==> src/design/hs_pkg.sv <==
// ----------------------------------------------------------------------------
// hs_pkg
// Shared types, codes and sizes of the health supervisor.
// ----------------------------------------------------------------------------
package hs_pkg;

    localparam int COUNT_WIDTH = 32;
    localparam int TIME_W      = 64;
    localparam int THR_W       = 63;
    localparam int OUT_CNT_W   = 32;
    localparam int REQ_W       = 3;
    localparam int HEALTH_W    = 3;
    localparam int CFG_IDX_W   = 2;

    // request codes
    localparam logic [REQ_W-1:0] REQ_FRAME    = 3'd0;
    localparam logic [REQ_W-1:0] REQ_DROP     = 3'd1;
    localparam logic [REQ_W-1:0] REQ_UPDATE   = 3'd2;
    localparam logic [REQ_W-1:0] REQ_CAMERA   = 3'd3;
    localparam logic [REQ_W-1:0] REQ_LINK     = 3'd4;
    localparam logic [REQ_W-1:0] REQ_NAV      = 3'd5;
    localparam logic [REQ_W-1:0] REQ_FAILSAFE = 3'd6;
    localparam logic [REQ_W-1:0] REQ_SHUTDOWN = 3'd7;

    // health codes
    localparam logic [HEALTH_W-1:0] HS_BOOTING  = 3'd0;
    localparam logic [HEALTH_W-1:0] HS_READY    = 3'd1;
    localparam logic [HEALTH_W-1:0] HS_DEGRADED = 3'd2;
    localparam logic [HEALTH_W-1:0] HS_FAILSAFE = 3'd3;
    localparam logic [HEALTH_W-1:0] HS_SHUTDOWN = 3'd4;

    // register indexes
    localparam logic [CFG_IDX_W-1:0] CFG_MAX_FRAME_AGE = 2'd0;
    localparam logic [CFG_IDX_W-1:0] CFG_MAX_LATENCY   = 2'd1;

    localparam logic [THR_W-1:0] MAX_FRAME_AGE_RST = 63'd100000000;
    localparam logic [THR_W-1:0] MAX_LATENCY_RST   = 63'd50000000;

    typedef struct packed {
        logic [REQ_W-1:0]  req_type;
        logic [TIME_W-1:0] frame_time;
        logic [TIME_W-1:0] latency_in;
        logic [TIME_W-1:0] time_now;
        logic              flag_value;
    } t_item;

    typedef struct packed {
        logic [HEALTH_W-1:0]    health;
        logic [COUNT_WIDTH-1:0] seen;
        logic [COUNT_WIDTH-1:0] lost;
        logic [TIME_W-1:0]      last_stamp;
        logic [TIME_W-1:0]      last_lat;
        logic [TIME_W-1:0]      age;
        logic                   cam_ok;
        logic                   link_ok;
        logic                   nav_ok;
        logic                   fs_pend;
        logic                   sd_pend;
        logic                   have_frame;
    } t_state;

    typedef struct packed {
        logic [THR_W-1:0] max_age;
        logic [THR_W-1:0] max_lat;
    } t_thr;

endpackage

==> src/design/hs_channels.sv <==
// ----------------------------------------------------------------------------
// hs_channels
// Valid/ready channels of the health supervisor: events, results, config.
// ----------------------------------------------------------------------------
interface hs_in_if;
    logic                        valid;
    logic                        ready;
    logic [hs_pkg::REQ_W-1:0]    req_type;
    logic signed [hs_pkg::TIME_W-1:0] frame_time;
    logic signed [hs_pkg::TIME_W-1:0] latency_in;
    logic signed [hs_pkg::TIME_W-1:0] time_now;
    logic                        flag_value;

    modport source (output valid, req_type, frame_time, latency_in, time_now, flag_value,
                    input ready);
    modport sink   (input valid, req_type, frame_time, latency_in, time_now, flag_value,
                    output ready);
endinterface

interface hs_out_if;
    logic                             valid;
    logic                             ready;
    logic [hs_pkg::HEALTH_W-1:0]      health;
    logic signed [hs_pkg::TIME_W-1:0] frame_age;
    logic [hs_pkg::OUT_CNT_W-1:0]     seen_count;
    logic [hs_pkg::OUT_CNT_W-1:0]     dropped_count;

    modport source (output valid, health, frame_age, seen_count, dropped_count,
                    input ready);
    modport sink   (input valid, health, frame_age, seen_count, dropped_count,
                    output ready);
endinterface

interface hs_cfg_if;
    logic                          valid;
    logic                          ready;
    logic [hs_pkg::CFG_IDX_W-1:0]  index;
    logic [hs_pkg::TIME_W-1:0]     data;

    modport source (output valid, index, data, input ready);
    modport sink   (input valid, index, data, output ready);
endinterface

==> src/design/hs_eval.sv <==
// ----------------------------------------------------------------------------
// hs_eval
// Next supervisor state for one event: counters, age and health machine.
// ----------------------------------------------------------------------------
module hs_eval (
    input  hs_pkg::t_state i_st,
    input  hs_pkg::t_item  i_item,
    input  hs_pkg::t_thr   i_thr,
    output hs_pkg::t_state o_st
);
    import hs_pkg::*;

    logic [TIME_W-1:0] w_age_upd;
    logic              w_stale;
    logic              w_slow;
    logic              w_bad;
    t_state            w_nx;

    assign w_age_upd = i_st.have_frame ? i_item.time_now - i_st.last_stamp : i_st.age;
    assign w_stale   = i_st.have_frame && !w_age_upd[TIME_W-1]
                       && (w_age_upd[THR_W-1:0] > i_thr.max_age);
    assign w_slow    = !i_st.last_lat[TIME_W-1] && (i_st.last_lat[THR_W-1:0] > i_thr.max_lat);
    assign w_bad     = !i_st.cam_ok || !i_st.link_ok || !i_st.nav_ok || w_stale || w_slow;

    always_comb begin
        w_nx = i_st;
        unique case (i_item.req_type)
            REQ_FRAME: begin
                w_nx.seen       = i_st.seen + COUNT_WIDTH'(1);
                w_nx.last_stamp = i_item.frame_time;
                w_nx.last_lat   = i_item.latency_in;
                w_nx.age        = i_item.time_now - i_item.frame_time;
                w_nx.have_frame = 1'b1;
            end
            REQ_DROP: begin
                w_nx.lost = i_st.lost + COUNT_WIDTH'(1);
                w_nx.age  = w_age_upd;
            end
            REQ_UPDATE: begin
                w_nx.age = w_age_upd;
                priority if (i_st.health == HS_SHUTDOWN) begin
                    w_nx.health = HS_SHUTDOWN;
                end else if (i_st.sd_pend) begin
                    w_nx.health = HS_SHUTDOWN;
                end else if (i_st.fs_pend) begin
                    w_nx.health = HS_FAILSAFE;
                end else if (i_st.health == HS_FAILSAFE) begin
                    w_nx.health = HS_FAILSAFE;
                end else if (i_st.health == HS_BOOTING && !i_st.have_frame) begin
                    w_nx.health = HS_BOOTING;
                end else begin
                    w_nx.health = w_bad ? HS_DEGRADED : HS_READY;
                end
            end
            REQ_CAMERA:   w_nx.cam_ok  = i_item.flag_value;
            REQ_LINK:     w_nx.link_ok = i_item.flag_value;
            REQ_NAV:      w_nx.nav_ok  = i_item.flag_value;
            REQ_FAILSAFE: w_nx.fs_pend = 1'b1;
            REQ_SHUTDOWN: w_nx.sd_pend = 1'b1;
            default:      w_nx = i_st;
        endcase
    end

    assign o_st = w_nx;

endmodule

==> src/design/health_supervisor_fsm_unit.sv <==
// ----------------------------------------------------------------------------
// health_supervisor_fsm_unit
// Health supervisor: one event beat in, one status beat out.
// ----------------------------------------------------------------------------
// Each event beat is captured in an input register, evaluated against the
// supervisor state and the two thresholds, and its status beat lands in an
// output register once that register is empty or its beat is taken; a new
// event is accepted every cycle as long as the result side takes beats. The
// combinational path from the input register through the 64-bit age
// subtraction and threshold compare to the state registers sets that
// one-beat-per-cycle figure. The config channel is always ready; write it
// only while no event is in flight.
module health_supervisor_fsm_unit (
    input  logic     i_clk,
    input  logic     i_rst_n,
    hs_in_if.sink    i_in,
    hs_cfg_if.sink   i_cfg,
    hs_out_if.source o_res
);
    import hs_pkg::*;

    t_item  r_in;
    logic   r_in_vld;
    t_state r_st;
    t_state n_st;
    t_thr   r_thr;
    logic   r_out_vld;
    logic [HEALTH_W-1:0]  r_health;
    logic [TIME_W-1:0]    r_age;
    logic [OUT_CNT_W-1:0] r_seen;
    logic [OUT_CNT_W-1:0] r_lost;
    logic   w_adv;

    assign w_adv      = r_in_vld && (!r_out_vld || o_res.ready);
    assign i_in.ready = !r_in_vld || w_adv;
    assign i_cfg.ready = 1'b1;

    hs_eval u_eval (
        .i_st   (r_st),
        .i_item (r_in),
        .i_thr  (r_thr),
        .o_st   (n_st)
    );

    // input register
    always_ff @(posedge i_clk) begin
        if (!i_rst_n) begin
            r_in_vld <= 1'b0;
        end else if (i_in.ready) begin
            r_in_vld <= i_in.valid;
        end
    end

    always_ff @(posedge i_clk) begin
        if (i_in.valid && i_in.ready) begin
            r_in.req_type   <= i_in.req_type;
            r_in.frame_time <= i_in.frame_time;
            r_in.latency_in <= i_in.latency_in;
            r_in.time_now   <= i_in.time_now;
            r_in.flag_value <= i_in.flag_value;
        end
    end

    // thresholds
    always_ff @(posedge i_clk) begin
        if (!i_rst_n) begin
            r_thr.max_age <= MAX_FRAME_AGE_RST;
            r_thr.max_lat <= MAX_LATENCY_RST;
        end else if (i_cfg.valid) begin
            unique case (i_cfg.index)
                CFG_MAX_FRAME_AGE: r_thr.max_age <= i_cfg.data[THR_W-1:0];
                CFG_MAX_LATENCY:   r_thr.max_lat <= i_cfg.data[THR_W-1:0];
                default:           r_thr         <= r_thr;
            endcase
        end
    end

    // supervisor state
    always_ff @(posedge i_clk) begin
        if (!i_rst_n) begin
            r_st <= '0;
        end else if (w_adv) begin
            r_st <= n_st;
        end
    end

    // output register
    always_ff @(posedge i_clk) begin
        if (!i_rst_n) begin
            r_out_vld <= 1'b0;
        end else if (w_adv) begin
            r_out_vld <= 1'b1;
        end else if (o_res.ready) begin
            r_out_vld <= 1'b0;
        end
    end

    always_ff @(posedge i_clk) begin
        if (w_adv) begin
            r_health <= n_st.health;
            r_age    <= n_st.age;
            r_seen   <= OUT_CNT_W'(n_st.seen);
            r_lost   <= OUT_CNT_W'(n_st.lost);
        end
    end

    assign o_res.valid         = r_out_vld;
    assign o_res.health        = r_health;
    assign o_res.frame_age     = r_age;
    assign o_res.seen_count    = r_seen;
    assign o_res.dropped_count = r_lost;

endmodule

==> src/flat_wrapper.sv <==
// flat-port wrapper written by rule: the top's interface ports become plain ports
module health_supervisor_fsm_unit_flat import hs_pkg::*;
  (i_clk, i_rst_n, i_in_valid, i_in_req_type, i_in_frame_time, i_in_latency_in, i_in_time_now, i_in_flag_value, i_in_ready, i_cfg_valid, i_cfg_index, i_cfg_data, i_cfg_ready, o_res_valid, o_res_health, o_res_frame_age, o_res_seen_count, o_res_dropped_count, o_res_ready);
  hs_in_if i_in_i ();
  hs_cfg_if i_cfg_i ();
  hs_out_if o_res_i ();
  input  logic i_clk;
  input  logic i_rst_n;
  input wire logic [$bits(i_in_i.valid)-1:0] i_in_valid;
  input wire logic [$bits(i_in_i.req_type)-1:0] i_in_req_type;
  input wire logic [$bits(i_in_i.frame_time)-1:0] i_in_frame_time;
  input wire logic [$bits(i_in_i.latency_in)-1:0] i_in_latency_in;
  input wire logic [$bits(i_in_i.time_now)-1:0] i_in_time_now;
  input wire logic [$bits(i_in_i.flag_value)-1:0] i_in_flag_value;
  output wire logic [$bits(i_in_i.ready)-1:0] i_in_ready;
  input wire logic [$bits(i_cfg_i.valid)-1:0] i_cfg_valid;
  input wire logic [$bits(i_cfg_i.index)-1:0] i_cfg_index;
  input wire logic [$bits(i_cfg_i.data)-1:0] i_cfg_data;
  output wire logic [$bits(i_cfg_i.ready)-1:0] i_cfg_ready;
  output wire logic [$bits(o_res_i.valid)-1:0] o_res_valid;
  output wire logic [$bits(o_res_i.health)-1:0] o_res_health;
  output wire logic [$bits(o_res_i.frame_age)-1:0] o_res_frame_age;
  output wire logic [$bits(o_res_i.seen_count)-1:0] o_res_seen_count;
  output wire logic [$bits(o_res_i.dropped_count)-1:0] o_res_dropped_count;
  input wire logic [$bits(o_res_i.ready)-1:0] o_res_ready;
  assign i_in_i.valid = i_in_valid;
  assign i_in_i.req_type = i_in_req_type;
  assign i_in_i.frame_time = i_in_frame_time;
  assign i_in_i.latency_in = i_in_latency_in;
  assign i_in_i.time_now = i_in_time_now;
  assign i_in_i.flag_value = i_in_flag_value;
  assign i_in_ready = i_in_i.ready;
  assign i_cfg_i.valid = i_cfg_valid;
  assign i_cfg_i.index = i_cfg_index;
  assign i_cfg_i.data = i_cfg_data;
  assign i_cfg_ready = i_cfg_i.ready;
  assign o_res_valid = o_res_i.valid;
  assign o_res_health = o_res_i.health;
  assign o_res_frame_age = o_res_i.frame_age;
  assign o_res_seen_count = o_res_i.seen_count;
  assign o_res_dropped_count = o_res_i.dropped_count;
  assign o_res_i.ready = o_res_ready;
  health_supervisor_fsm_unit u_core (.i_clk(i_clk), .i_rst_n(i_rst_n), .i_in(i_in_i), .i_cfg(i_cfg_i), .o_res(o_res_i));
endmodule
==> config.mk <==
export PLATFORM = sky130hd
export DESIGN_NAME = health_supervisor_fsm_unit_flat
export DESIGN_NICKNAME = d
export VERILOG_FILES = /design/src/design/hs_pkg.sv /design/src/design/hs_channels.sv /design/src/design/hs_eval.sv /design/src/design/health_supervisor_fsm_unit.sv /design/src/flat_wrapper.sv
export SDC_FILE = /design/constraint.sdc
export NUM_CORES = 2
export LEC_CHECK = 0
export BUFFER_PORTS_ARGS = -buffer_cell sky130_fd_sc_hd__clkbuf_2
export CAP_MARGIN = 10
export CORE_MARGIN = 5
export CORE_UTILIZATION = 40
export CTS_CLUSTER_DIAMETER = 30
export CTS_CLUSTER_SIZE = 20
export DETAILED_ROUTE_END_ITERATION = 12
export SLEW_MARGIN = 10
export SYNTH_ARGS = -nofsm -noshare
export SYNTH_HDL_FRONTEND = slang
export SYNTH_HIERARCHICAL = 1
export SYNTH_SLANG_ARGS = --single-unit
==> constraint.sdc <==
create_clock -name i_clk -period 5.78 [get_ports i_clk]
set_input_delay 0.867 -clock i_clk [delete_from_list [all_inputs] [get_ports i_clk]]
set_output_delay 0.867 -clock i_clk [all_outputs]
set_load 0.05 [all_outputs]
==> run_results.csv <==
group,metric,value,unit
floorplanning,core_area,0.102,mm²
clocking,h-tree-depth,4,
worst_setup_path,cp_slowest_cell,"a221o_1",
clocking,clockBufferDepth,3,
timing,maxSlewViolCount,0,
floorplanning,die_y,330,µm
route,dr_total_vias,34311,
grt,track_usage,22.2,%
placement,gp_congestion,0.907,
pwr,power_leakage,0.0210,µW
placement,hpwl,90700,µm
logic_synthesis,synth-seq-area-share,43.3,%
logic_synthesis,synth_nets,5092,
layout,drive_above_1_share,17.8,%
pwr,peakVddDrop,0.000316,V
grt,overflow,0,
timing,clock.fmax,179,MHz
clocking,cts_buffers,184,
worst_setup_path,arrival,6.26,ns
timing,finalCriticalPeriod,5.59,ns
clocking,clock_latency,0.76,ns
route,post_drt_wl_per_cell,19.1,µm
outcome,status,"finished, final reports clean",
route,wl,125000,µm
logic_synthesis,ys_warn_count,6,
run,drv_cap,0,
grt,antenna_found_initial,3,
placement,portBuffers,398,
worst_setup_path,startpoint_type,"flip-flop",
route,detail_route.iter0.violations,2757,
worst_setup_path,critPathMaxFanout,3,
route,via_per_inst,5.26,
layout,utilization,49.9,%
logic_synthesis,synthCells,4569,
logic_synthesis,ys_seq_elements,720,
logic_synthesis,ys_async_sr_fraction,0,%
worst_setup_path,slowest_delay,0.36,ns
timing,post-route-period-util,96.7,%
logic_synthesis,synth_edf_count,327,
floorplanning,row_count,117,
timing,layout_setup_ws,0.193,ns
floorplanning,io_pins,401,
floorplanning,initial_utilization,40.2,%
worst_setup_path,worstPathRequired,6.45,ns
clocking,clk_pin_slew_worst_paths,0.06,ns
worst_setup_path,setup.worst_path.class,"reg -> reg",
worst_setup_path,ff2ff_path_depth,29,
timing,finalClockSkew,0.0394,ns
timing,relSlewSlack,25.6,%
pwr,total_power,18300,µW
timing,tightest_slew,1.11,ns
placement,post-place-ws,-0.328,ns
route,drtPass1Iterations,6,
clocking,clkSinkCount,720,
floorplanning,die_w,330,µm
floorplanning,die_area,0.109,mm²
grt,grt_max_degree,199,
clocking,cts_tree,"done",
logic_synthesis,ys_types,83,
pwr,powerDensity,360,mW/mm²
grt,grt_pass1_vias,32775,
timing,hold_viol_final,0,
grt,grt_pass1_wl,189000,µm
worst_hold_path,holdPathStages,1,
timing,setup_viol,0,
layout,instances_no_fill,6520,
clocking,root_buffer,"clkbuf_16",
layout,layout-area-overhead-vs-synth,24.0,%
logic_synthesis,synth_area_per_cell,8.95,µm²
logic_synthesis,ys.flop_type,"dfxtp_1",
placement,placed_cells,6172,
clocking,cts_hold_buf,0,
route,antenna_left,0,
logic_synthesis,synthesis.area,0.0409,mm²
layout,final_nets,5514,
route,drc,0,
worst_setup_path,cp-end-kind,"flip-flop",
timing,whs,0.278,ns
worst_hold_path,hold_path.class,"in -> reg",
-- sequential cells by signal, indices dropped and copies added (netlist names) --
name                        cells
u_core/o_res.dropped_count     32
u_core/o_res.frame_age         64
u_core/o_res.health             3
u_core/o_res.seen_count        32
u_core/o_res.valid              1
u_core/r_in                   196
u_core/r_in_vld                 1
u_core/r_st                   265
u_core/r_thr                  126
-- final timing paths --
check | from | to | slack (ns)
setup reg to reg | u_core/r_in[1] | u_core/r_st[262] | 0.19
hold reg to reg | u_core/r_thr[70] | u_core/r_thr[70] | 0.45
hold / removal | i_in_frame_time[34] | u_core/r_in[163] | 0.28
setup / recovery | u_core/r_in[1] | u_core/r_st[262] | 0.19
-- synth_stat cells (67+ instances only) --
library cell  count  share of area (%)
a21oi_1         207                2.5
xor2_1           67                1.4
dfxtp_1         393                 19
nand4_1          80                1.2
ha_1            254                7.8
o21ai_0         298                3.6
nor2_1          143                1.3
xnor2_1         115                2.5
nand3_1         184                2.3
nand2_1        1083                9.9
edfxtp_1        327                 24
inv_1           301                2.8
mux2i_1         271                6.6
a21o_1          118                2.2
clkbuf_1        153                1.4
-- report_power, final --
group	internal, µW	total (µW)	leakage (µW)	switching (µW)
combinational	702	2080	0.0115	1380
clock	7260	10500	0.00318	3290
sequential	5550	5650	0.00632	102
total	13500	18300	0.0210	4770
-- area by class of cell --
class | instances | area [µm²]
Antenna cell | 4 | 10.0
Clock buffer | 234 | 5120
Inverter | 301 | 1130
Timing Repair Buffer | 488 | 2800
Tap cell | 1368 | 1710
Multi-Input combinational cell | 3296 | 20800
Sequential cell | 720 | 17700
Clock inverter | 109 | 1400
Fill cell | 9672 | 50900
-- stage by stage --
stage,setup TNS (ns),instance area (µm²)
floorplan,0,40900
global placement,-0.963,44100
detailed placement,-1.11,44100
CTS,0,50600
global route,-0.0190,50700
finish,0,50700
-- layout by cell type, fill, tap and decap left out, types with 27 or more instances in the layout --
cell and count:
edfxtp_1 327, clkbuf_16 189, nor3_1 40, nor2_1 142, o21ai_0 298, dfxtp_1 392
mux2i_1 271, nand4_1 80, a21oi_1 206, xnor2_1 115, clkinv_2 27, a22oi_1 29
ha_1 254, buf_4 80, mux2_2 53, clkbuf_2 397, a21o_1 118, xor2_1 67
nand2_1 1082, nand3_1 184, inv_1 301
-- metal layers --
layer | GRT usage, % | wire (µm)
met1 | 31.6 | 58400
met2 | 34.3 | 55100
met3 | 3.59 | 7260
met4 | 7.73 | 3790
met5 | 0 | 0
-- what timing repair did --
item                       CTS  global route
resized for setup            6            10
setup endpoints to repair    4             4
pin swaps                    2             5
setup buffers                0             1
-- logic make-up (layout without fill, tap and decap cells) --
| logic type | count (synthesis) | in the layout | synth area share [%] |
|---|---|---|---|
| muxes | 324 | 324 | 8.09 |
| DFF | 720 | 720 | 43.3 |
| buffers and inverters | 553 | 1132 | 6.03 |
| and+or+nand+nor | 1636 | 1636 | 17.0 |
| AOI/OAI and AO/OA | 896 | 896 | 13.9 |
| xor gates and xnor gates | 182 | 182 | 3.90 |
| other | 1 | 5 | 0.00917 |
| adders and majority gates | 257 | 257 | 7.90 |
-- critical path, delay by kind of cell, from the launching register on --
| kind | cells | cell delay (ns) |
|---|---|---|
| mux | 2 | 0.43 |
| compound gates | 15 | 2.74 |
| xor+xnor | 1 | 0.14 |
| buf+inv | 3 | 0.42 |
| flops | 1 | 0.31 |
| simple gates | 5 | 0.60 |
| fa+ha+maj | 3 | 0.85 |
(Power assumes the default switching activity.)
